[src/lpb_pkg.sv]
package lpb_pkg;

    // Configuration port geometry
    localparam int PADDR_W = 3;
    localparam logic [PADDR_W-1:0] ADDR_ON_LEVEL = 3'd0;

    // Command codes carried in the action field
    typedef enum logic [2:0] {
        ACT_TICK  = 3'd0,
        ACT_PULSE = 3'd1,
        ACT_BLINK = 3'd2,
        ACT_SET   = 3'd3,
        ACT_OFF   = 3'd4
    } action_t;

    // Driver modes
    typedef enum logic [1:0] {
        MODE_IDLE  = 2'd0,
        MODE_FIXED = 2'd1,
        MODE_PULSE = 2'd2,
        MODE_BLINK = 2'd3
    } mode_t;

    // Input transfer payload
    typedef struct packed {
        logic [2:0]        action;
        logic [31:0]       on_time_ms;
        logic [31:0]       off_time_ms;
        logic signed [7:0] cycle_count;
        logic              level;
    } in_t;

    // Result transfer payload
    typedef struct packed {
        logic       pin_level;
        logic       led_on;
        logic [1:0] mode;
    } out_t;

    // Driver state shared between the top level and the step logic
    typedef struct packed {
        mode_t       mode;
        logic        counted;
        logic        led_state;
        logic [31:0] elapsed_ms;
        logic [6:0]  cycles_left;
        logic [31:0] pulse_len;
        logic [31:0] on_len;
        logic [31:0] off_len;
    } state_t;

endpackage

[src/led_pulse_blink_controller.sv]
// Channel   Direction  Handshake           Payload
// in        input      in_valid/in_stall   lpb_pkg::in_t  (tick or command)
// out       output     out_valid/out_stall lpb_pkg::out_t (state after the item)
// cfg       input      APB psel/penable    pin on-level bit at byte address 0
//
// Each item passes through the input register, then through the step logic into
// the result register. One item per cycle is sustained while out_stall is low.
// Reset leaves the driver idle with the LED off and the on-level bit high.
// A stalled result holds the pipe; the input register still takes a transfer
// while the result register waits, so the input stalls only when both are full.
module led_pulse_blink_controller
(
    input  logic                        clk,
    input  logic                        rst_n,
    input  logic                        in_valid,
    output logic                        in_stall,
    input  lpb_pkg::in_t                in_data,
    output logic                        out_valid,
    input  logic                        out_stall,
    output lpb_pkg::out_t               out_data,
    input  logic                        psel,
    input  logic                        penable,
    input  logic                        pwrite,
    input  logic [lpb_pkg::PADDR_W-1:0] paddr,
    input  logic [31:0]                 pwdata,
    output logic [31:0]                 prdata,
    output logic                        pready
);

    logic            on_level_reg;
    logic            s1_valid_reg;
    lpb_pkg::in_t    s1_item_reg;
    lpb_pkg::state_t state_reg;
    lpb_pkg::state_t state_next;
    lpb_pkg::out_t   result_next;
    logic            out_valid_reg;
    lpb_pkg::out_t   out_data_reg;
    logic            s1_move;
    logic            in_take;

    // Pipe control
    assign s1_move  = s1_valid_reg && !(out_valid_reg && out_stall);
    assign in_stall = s1_valid_reg && !s1_move;
    assign in_take  = in_valid && !in_stall;

    // Configuration register
    assign pready = 1'b1;
    assign prdata = (paddr == lpb_pkg::ADDR_ON_LEVEL) ? {31'd0, on_level_reg} : 32'd0;

    always_ff @(posedge clk or negedge rst_n)
    begin
        if (!rst_n)
        begin
            on_level_reg <= 1'b1;
        end
        else if (psel && penable && pwrite && (paddr == lpb_pkg::ADDR_ON_LEVEL))
        begin
            on_level_reg <= pwdata[0];
        end
    end

    // Input register
    always_ff @(posedge clk or negedge rst_n)
    begin
        if (!rst_n)
        begin
            s1_valid_reg <= 1'b0;
        end
        else if (in_take || s1_move)
        begin
            s1_valid_reg <= in_take;
        end
    end

    always_ff @(posedge clk)
    begin
        if (in_take)
        begin
            s1_item_reg <= in_data;
        end
    end

    // Step logic
    lpb_step u_step
    (
        .state      (state_reg),
        .item       (s1_item_reg),
        .on_level   (on_level_reg),
        .state_next (state_next),
        .result     (result_next)
    );

    // Driver state and result register
    always_ff @(posedge clk or negedge rst_n)
    begin
        if (!rst_n)
        begin
            state_reg     <= '0;
            out_valid_reg <= 1'b0;
        end
        else
        begin
            if (s1_move)
            begin
                state_reg <= state_next;
            end
            if (s1_move || !out_stall)
            begin
                out_valid_reg <= s1_move;
            end
        end
    end

    always_ff @(posedge clk)
    begin
        if (s1_move)
        begin
            out_data_reg <= result_next;
        end
    end

    assign out_valid = out_valid_reg;
    assign out_data  = out_data_reg;

endmodule

[src/lpb_step.sv]
module lpb_step
(
    input  lpb_pkg::state_t state,
    input  lpb_pkg::in_t    item,
    input  logic            on_level,
    output lpb_pkg::state_t state_next,
    output lpb_pkg::out_t   result
);

    logic [31:0] elapsed_inc;
    logic        cyc_positive;
    logic [6:0]  cycles_dec;

    // Saturating millisecond count, count positivity, cycle decrement
    assign elapsed_inc  = (state.elapsed_ms == 32'hFFFF_FFFF) ? state.elapsed_ms
                                                              : state.elapsed_ms + 32'd1;
    assign cyc_positive = (item.cycle_count != 8'sd0) && !item.cycle_count[7];
    assign cycles_dec   = state.cycles_left - 7'd1;

    // Next state for one tick or command
    always_comb
    begin
        state_next = state;
        unique case (item.action)
            lpb_pkg::ACT_TICK:
            begin
                if (state.mode == lpb_pkg::MODE_PULSE)
                begin
                    state_next.elapsed_ms = elapsed_inc;
                    if (elapsed_inc >= state.pulse_len)
                    begin
                        state_next.mode      = lpb_pkg::MODE_IDLE;
                        state_next.counted   = 1'b0;
                        state_next.led_state = 1'b0;
                    end
                end
                else if (state.mode == lpb_pkg::MODE_BLINK)
                begin
                    state_next.elapsed_ms = elapsed_inc;
                    if (state.led_state)
                    begin
                        if (elapsed_inc >= state.on_len)
                        begin
                            state_next.led_state  = 1'b0;
                            state_next.elapsed_ms = 32'd0;
                        end
                    end
                    else if (elapsed_inc >= state.off_len)
                    begin
                        // off-to-on edge: one cycle done
                        state_next.led_state  = 1'b1;
                        state_next.elapsed_ms = 32'd0;
                        if (state.counted)
                        begin
                            state_next.cycles_left = cycles_dec;
                            if (cycles_dec == 7'd0)
                            begin
                                state_next.mode      = lpb_pkg::MODE_IDLE;
                                state_next.counted   = 1'b0;
                                state_next.led_state = 1'b0;
                            end
                        end
                    end
                end
            end
            lpb_pkg::ACT_PULSE:
            begin
                if (state.mode != lpb_pkg::MODE_PULSE)
                begin
                    state_next.mode        = lpb_pkg::MODE_PULSE;
                    state_next.counted     = 1'b0;
                    state_next.cycles_left = 7'd0;
                    state_next.pulse_len   = item.on_time_ms;
                    state_next.elapsed_ms  = 32'd0;
                    state_next.led_state   = 1'b1;
                end
            end
            lpb_pkg::ACT_BLINK:
            begin
                if (state.mode != lpb_pkg::MODE_BLINK)
                begin
                    state_next.mode    = lpb_pkg::MODE_BLINK;
                    state_next.counted = cyc_positive;
                    if (cyc_positive)
                    begin
                        state_next.cycles_left = item.cycle_count[6:0];
                    end
                    state_next.on_len     = item.on_time_ms;
                    state_next.off_len    = item.off_time_ms;
                    state_next.elapsed_ms = 32'd0;
                    state_next.led_state  = 1'b1;
                end
            end
            lpb_pkg::ACT_SET:
            begin
                state_next.mode        = lpb_pkg::MODE_FIXED;
                state_next.counted     = 1'b0;
                state_next.cycles_left = 7'd0;
                state_next.led_state   = item.level;
            end
            lpb_pkg::ACT_OFF:
            begin
                if (state.mode == lpb_pkg::MODE_BLINK)
                begin
                    state_next.mode        = lpb_pkg::MODE_FIXED;
                    state_next.counted     = 1'b0;
                    state_next.cycles_left = 7'd0;
                    state_next.led_state   = 1'b0;
                end
            end
            default:
            begin
                // unused codes leave the state alone
            end
        endcase
    end

    // Result after the update
    assign result.pin_level = state_next.led_state ? on_level : ~on_level;
    assign result.led_on    = state_next.led_state;
    assign result.mode      = state_next.mode;

endmodule
[config.mk]
export PLATFORM = sky130hd
export DESIGN_NAME = led_pulse_blink_controller
export DESIGN_NICKNAME = d
export VERILOG_FILES = /design/src/lpb_pkg.sv /design/src/led_pulse_blink_controller.sv /design/src/lpb_step.sv
export SDC_FILE = /design/constraint.sdc
export NUM_CORES = 1
export LEC_CHECK = 0
export BUFFER_PORTS_ARGS = -buffer_cell sky130_fd_sc_hd__buf_2
export CORE_MARGIN = 2
export CORE_UTILIZATION = 45
export DETAILED_ROUTE_END_ITERATION = 6
export GPL_TIMING_DRIVEN = 0
export HOLD_SLACK_MARGIN = 0.12
export PLACE_DENSITY = 0.64
export SYNTH_ARGS = -nofsm -noshare
export SYNTH_HDL_FRONTEND = slang
export SYNTH_HIERARCHICAL = 1
export SYNTH_SLANG_ARGS = --single-unit
[constraint.sdc]
create_clock -name clk -period 6 [get_ports clk]
set_clock_uncertainty 0.05 [all_clocks]
set_input_delay 0.9 -clock clk [delete_from_list [all_inputs] [get_ports clk]]
set_output_delay 0.9 -clock clk [all_outputs]
set_load 0.005 [all_outputs]
==> summary.txt <==
Placer Congestion -> 0.911
Combinational group share of total power -> 0.304
Worst Setup SP -> state_reg[130]$_DFFE_PN0P_
LEAKAGE -> 7.29 nW
Largest family of logic cells by synthesized area -> multiplexers
WL per Instance -> 17.1 um
Die X -> 178 um
Synth Flop Type -> dfrtp_1
Crit path time final -> 5.62 ns
Share of layout cells above drive strength 1 -> 0.255
Area share of fa/ha/maj cells after synthesis -> 0.0912
Seq pwr share -> 0.404
Post-synth EDFFs -> 80
Synth Area in XOR/XNOR -> 0.0200
GRT Util Overall -> 0.195
Number of global-route vias before repair -> 9270
Area contributors post-synth -> dfrtp_1 (26%), edfxtp_1 (18%), mux2_2 (11%)
Largest register FFs -> 139
Number of cell rows -> 63
Post-synthesis sequential area ratio -> 0.439
Mapped cell area -> 13600 um2
R2R depth -> 18
Crit path launch type -> register
Via count -> 9483
Area leader, netlist -> dfrtp_1
Simple-gate share of the synthesized area -> 0.0911
Max IR drop VDD -> 0.000211 V
Switch Pwr -> 1.75 mW
Status -> finished clean
Arrival @ worst endpoint -> 6.04 ns
RSZ-0062 raised after global routing -> no
Clock Latency Late Sink -> 0.54 ns
Sink Count -> 222
IO Pins -> 157
Synth unique cells -> 69
Final WL -> 30.2 mm
Fin crit share -> 0.937
Die area -> 31600 um2
Placeable Area -> 29600 um2
Inserted Diodes -> 0
Worst Path Max Fanout -> 10
CP required -> 6.42 ns
Worst-path clk slew -> 0.06 ns
Worst-case clock buffer depth -> 3
Tightest Pin Transition -> 0.921 ns
Hold WC Path Type -> in -> async
Async SR Flop Fraction -> 0.640
Synthesized area per cell -> 11.3 um2
Setup crit end kind -> register
Routed Antenna Nets -> 0
Compound-gate portion of the synthesized area -> 0.0899
Multiplexer area fraction after synthesis -> 0.199
Vias per cell -> 5.36
Inserted Clock Buffers -> 27
Largest net degree at the start of global routing -> 89
H-tree Lvls -> 1
Setup TNS -> 0 ns
Die height -> 178 um
Worst slack, placed -> 0.0445 ns
Final nets -> 1575
Internal -> 3.82 mW
Clock power frac -> 0.292
Flops & latches, synth -> 222
Initial Utilization -> 0.458
Grt ovf -> 0
Final hold vios -> 0
Top cell type's share of synthesized area -> 0.260
Warnings, synthesis -> 6
Number of port buffers -> 93
First-pass GRT wire length -> 48.9 mm
Number of setup violations in the final report -> 0
Iteration count of the initial detailed-routing pass -> 6
Worst Slack Setup Final -> 0.381 ns
Sw Share -> 0.315
Initial DRC count -> 558
Initial antenna violation count -> 0
Pwr per Cell Area -> 355 nW/um2
Worst r2r src -> state_reg[130]$_DFFE_PN0P_
Max cap viols -> 0
DP HPWL -> 22.1 mm
WS Path Type -> reg -> reg
CTS root buf -> clkbuf_16
Syn Inst Count -> 1203
Drt drc -> 0
Hold-fix buffers at CTS -> 0
Area growth from synthesis to layout -> 15.4%
Final Slew Violations -> 0
Slew HR -> 0.383
CTS tree -> built
Fmax -> 178 MHz
[final timing paths]
path,to,slack (ns)
setup / recovery,state_reg[105]$_DFFE_PN0P_,0.38
hold / removal,state_reg[6]$_DFFE_PN0P_,0.27
setup reg to reg,state_reg[105]$_DFFE_PN0P_,0.38
hold reg to reg,out_valid$_DFFE_PN0P_,0.42
max in group asynchronous,on_level_reg$_DFFE_PN1P_,4.73
min in group clk,out_valid$_DFFE_PN0P_,0.42
[timing repair]
| item | in CTS | in global routing |
|---|---|---|
| buffers inserted | 0 | 1 |
| hold endpoints to repair | 0 | 0 |
| pin swaps | 0 | 1 |
| setup endpoints to repair | 1 | 38 |
| gates resized for setup | 1 | 8 |
[power groups by stage]
| stage | combinational [mW] | sequential [mW] | clock [mW] |
|---|---|---|---|
| CTS | 1.70 | 2.26 | 1.68 |
| global route | 1.93 | 2.31 | 1.74 |
| global placement | 1.61 | 2.25 | 0 |
| detailed placement | 1.68 | 2.28 | 0 |
| finish | 1.69 | 2.25 | 1.63 |
| floorplan | 1.32 | 2.18 | 0 |
[routing by layer]
metal / up-vias / track usage / part of all wire
li1: 4621 / - / -
met1: 4531 / 0.282 / 0.47
met2: 283 / 0.307 / 0.45
met3: 48 / 0.0249 / 0.056
met4: 0 / 0.0502 / 0.022
met5: - / 0 / 0
[worst max-delay path, cell delays in order (launching register included)]
cell and delay (ns):
dfrtp_1 0.33, clkbuf_1 0.30, and4_1 0.33, nand4_1 0.22, nor4_4 0.42, nor2_1 0.18, nand3_1 0.14, xnor2_1 0.31
ha_1 0.36, a21o_1 0.18, a21o_1 0.16, a221o_1 0.35, a2111o_1 0.50, a211oi_2 0.47, nor2_1 0.11, nor3_2 0.52
buf_4 0.32, a22o_1 0.16, mux2_1 0.13
[through the flow]
stage               power (mW)  std cells  hold slack [ns]  utilization  area, um2
floorplan                 3.50       1233            0.392            -      13700
global placement          3.87       1716            0.404        0.494      14600
detailed placement        3.96       1718            0.415        0.496      14700
CTS                       5.63       1768            0.276        0.526      15600
global route              5.98       1769            0.294        0.529      15700
finish                    5.57       1769            0.270        0.529      15700
[cell type report]
class	instances	area, um2
fill	2683	14000
timing repair buffer	96	527
clock inverter	16	171
multi-input combinational	819	6860
clock buffer	34	722
inverter	112	420
buffer	80	526
sequential	222	5960
tap	390	488
[cells by family after synthesis]
family | after synthesis
adders and majority gates | 99
muxes | 240
AOI/OAI and AO/OA | 179
and+or+nand+nor | 238
xor gates and xnor gates | 31
buffers and inverters | 192
other | 2
DFF | 222
[placed cells by master (no fill, tap or decap), drive strengths merged, types with 4 or more instances in the layout]
| master | n |
|---|---|
| clkbuf | 59 |
| a21boi | 4 |
| nand4 | 21 |
| o211ai | 6 |
| o21ai | 35 |
| a21oi | 42 |
| and2 | 4 |
| a21o | 15 |
| nand3 | 33 |
| clkinv | 8 |
| or3 | 9 |
| o22ai | 4 |
| clkinvlp | 4 |
| a221oi | 6 |
| edfxtp | 80 |
| and4 | 12 |
| dfrtp | 141 |
| xnor2 | 22 |
| nand2b | 12 |
| nand2 | 69 |
| ha | 99 |
| nor2b | 5 |
| nor2 | 35 |
| a22o | 14 |
| mux2 | 237 |
| buf | 151 |
| xor2 | 9 |
| inv | 113 |
| conb | 32 |
| nor4 | 5 |
| or2 | 4 |
| and3 | 5 |
| a31oi | 10 |
| o21bai | 5 |
| nor3 | 14 |
| a211oi | 6 |
[Yosys cell counts, types with 15 or more instances]
cell type,n
nor2_1,35
mux2_1,99
nand4_1,21
edfxtp_1,80
a21oi_1,42
nand3_1,33
ha_1,99
nand2_1,69
a21o_1,15
clkbuf_1,25
mux2_2,138
buf_4,38
o21ai_0,33
xnor2_1,22
inv_1,112
dfrtp_1,141
(Power assumes the default switching activity.)
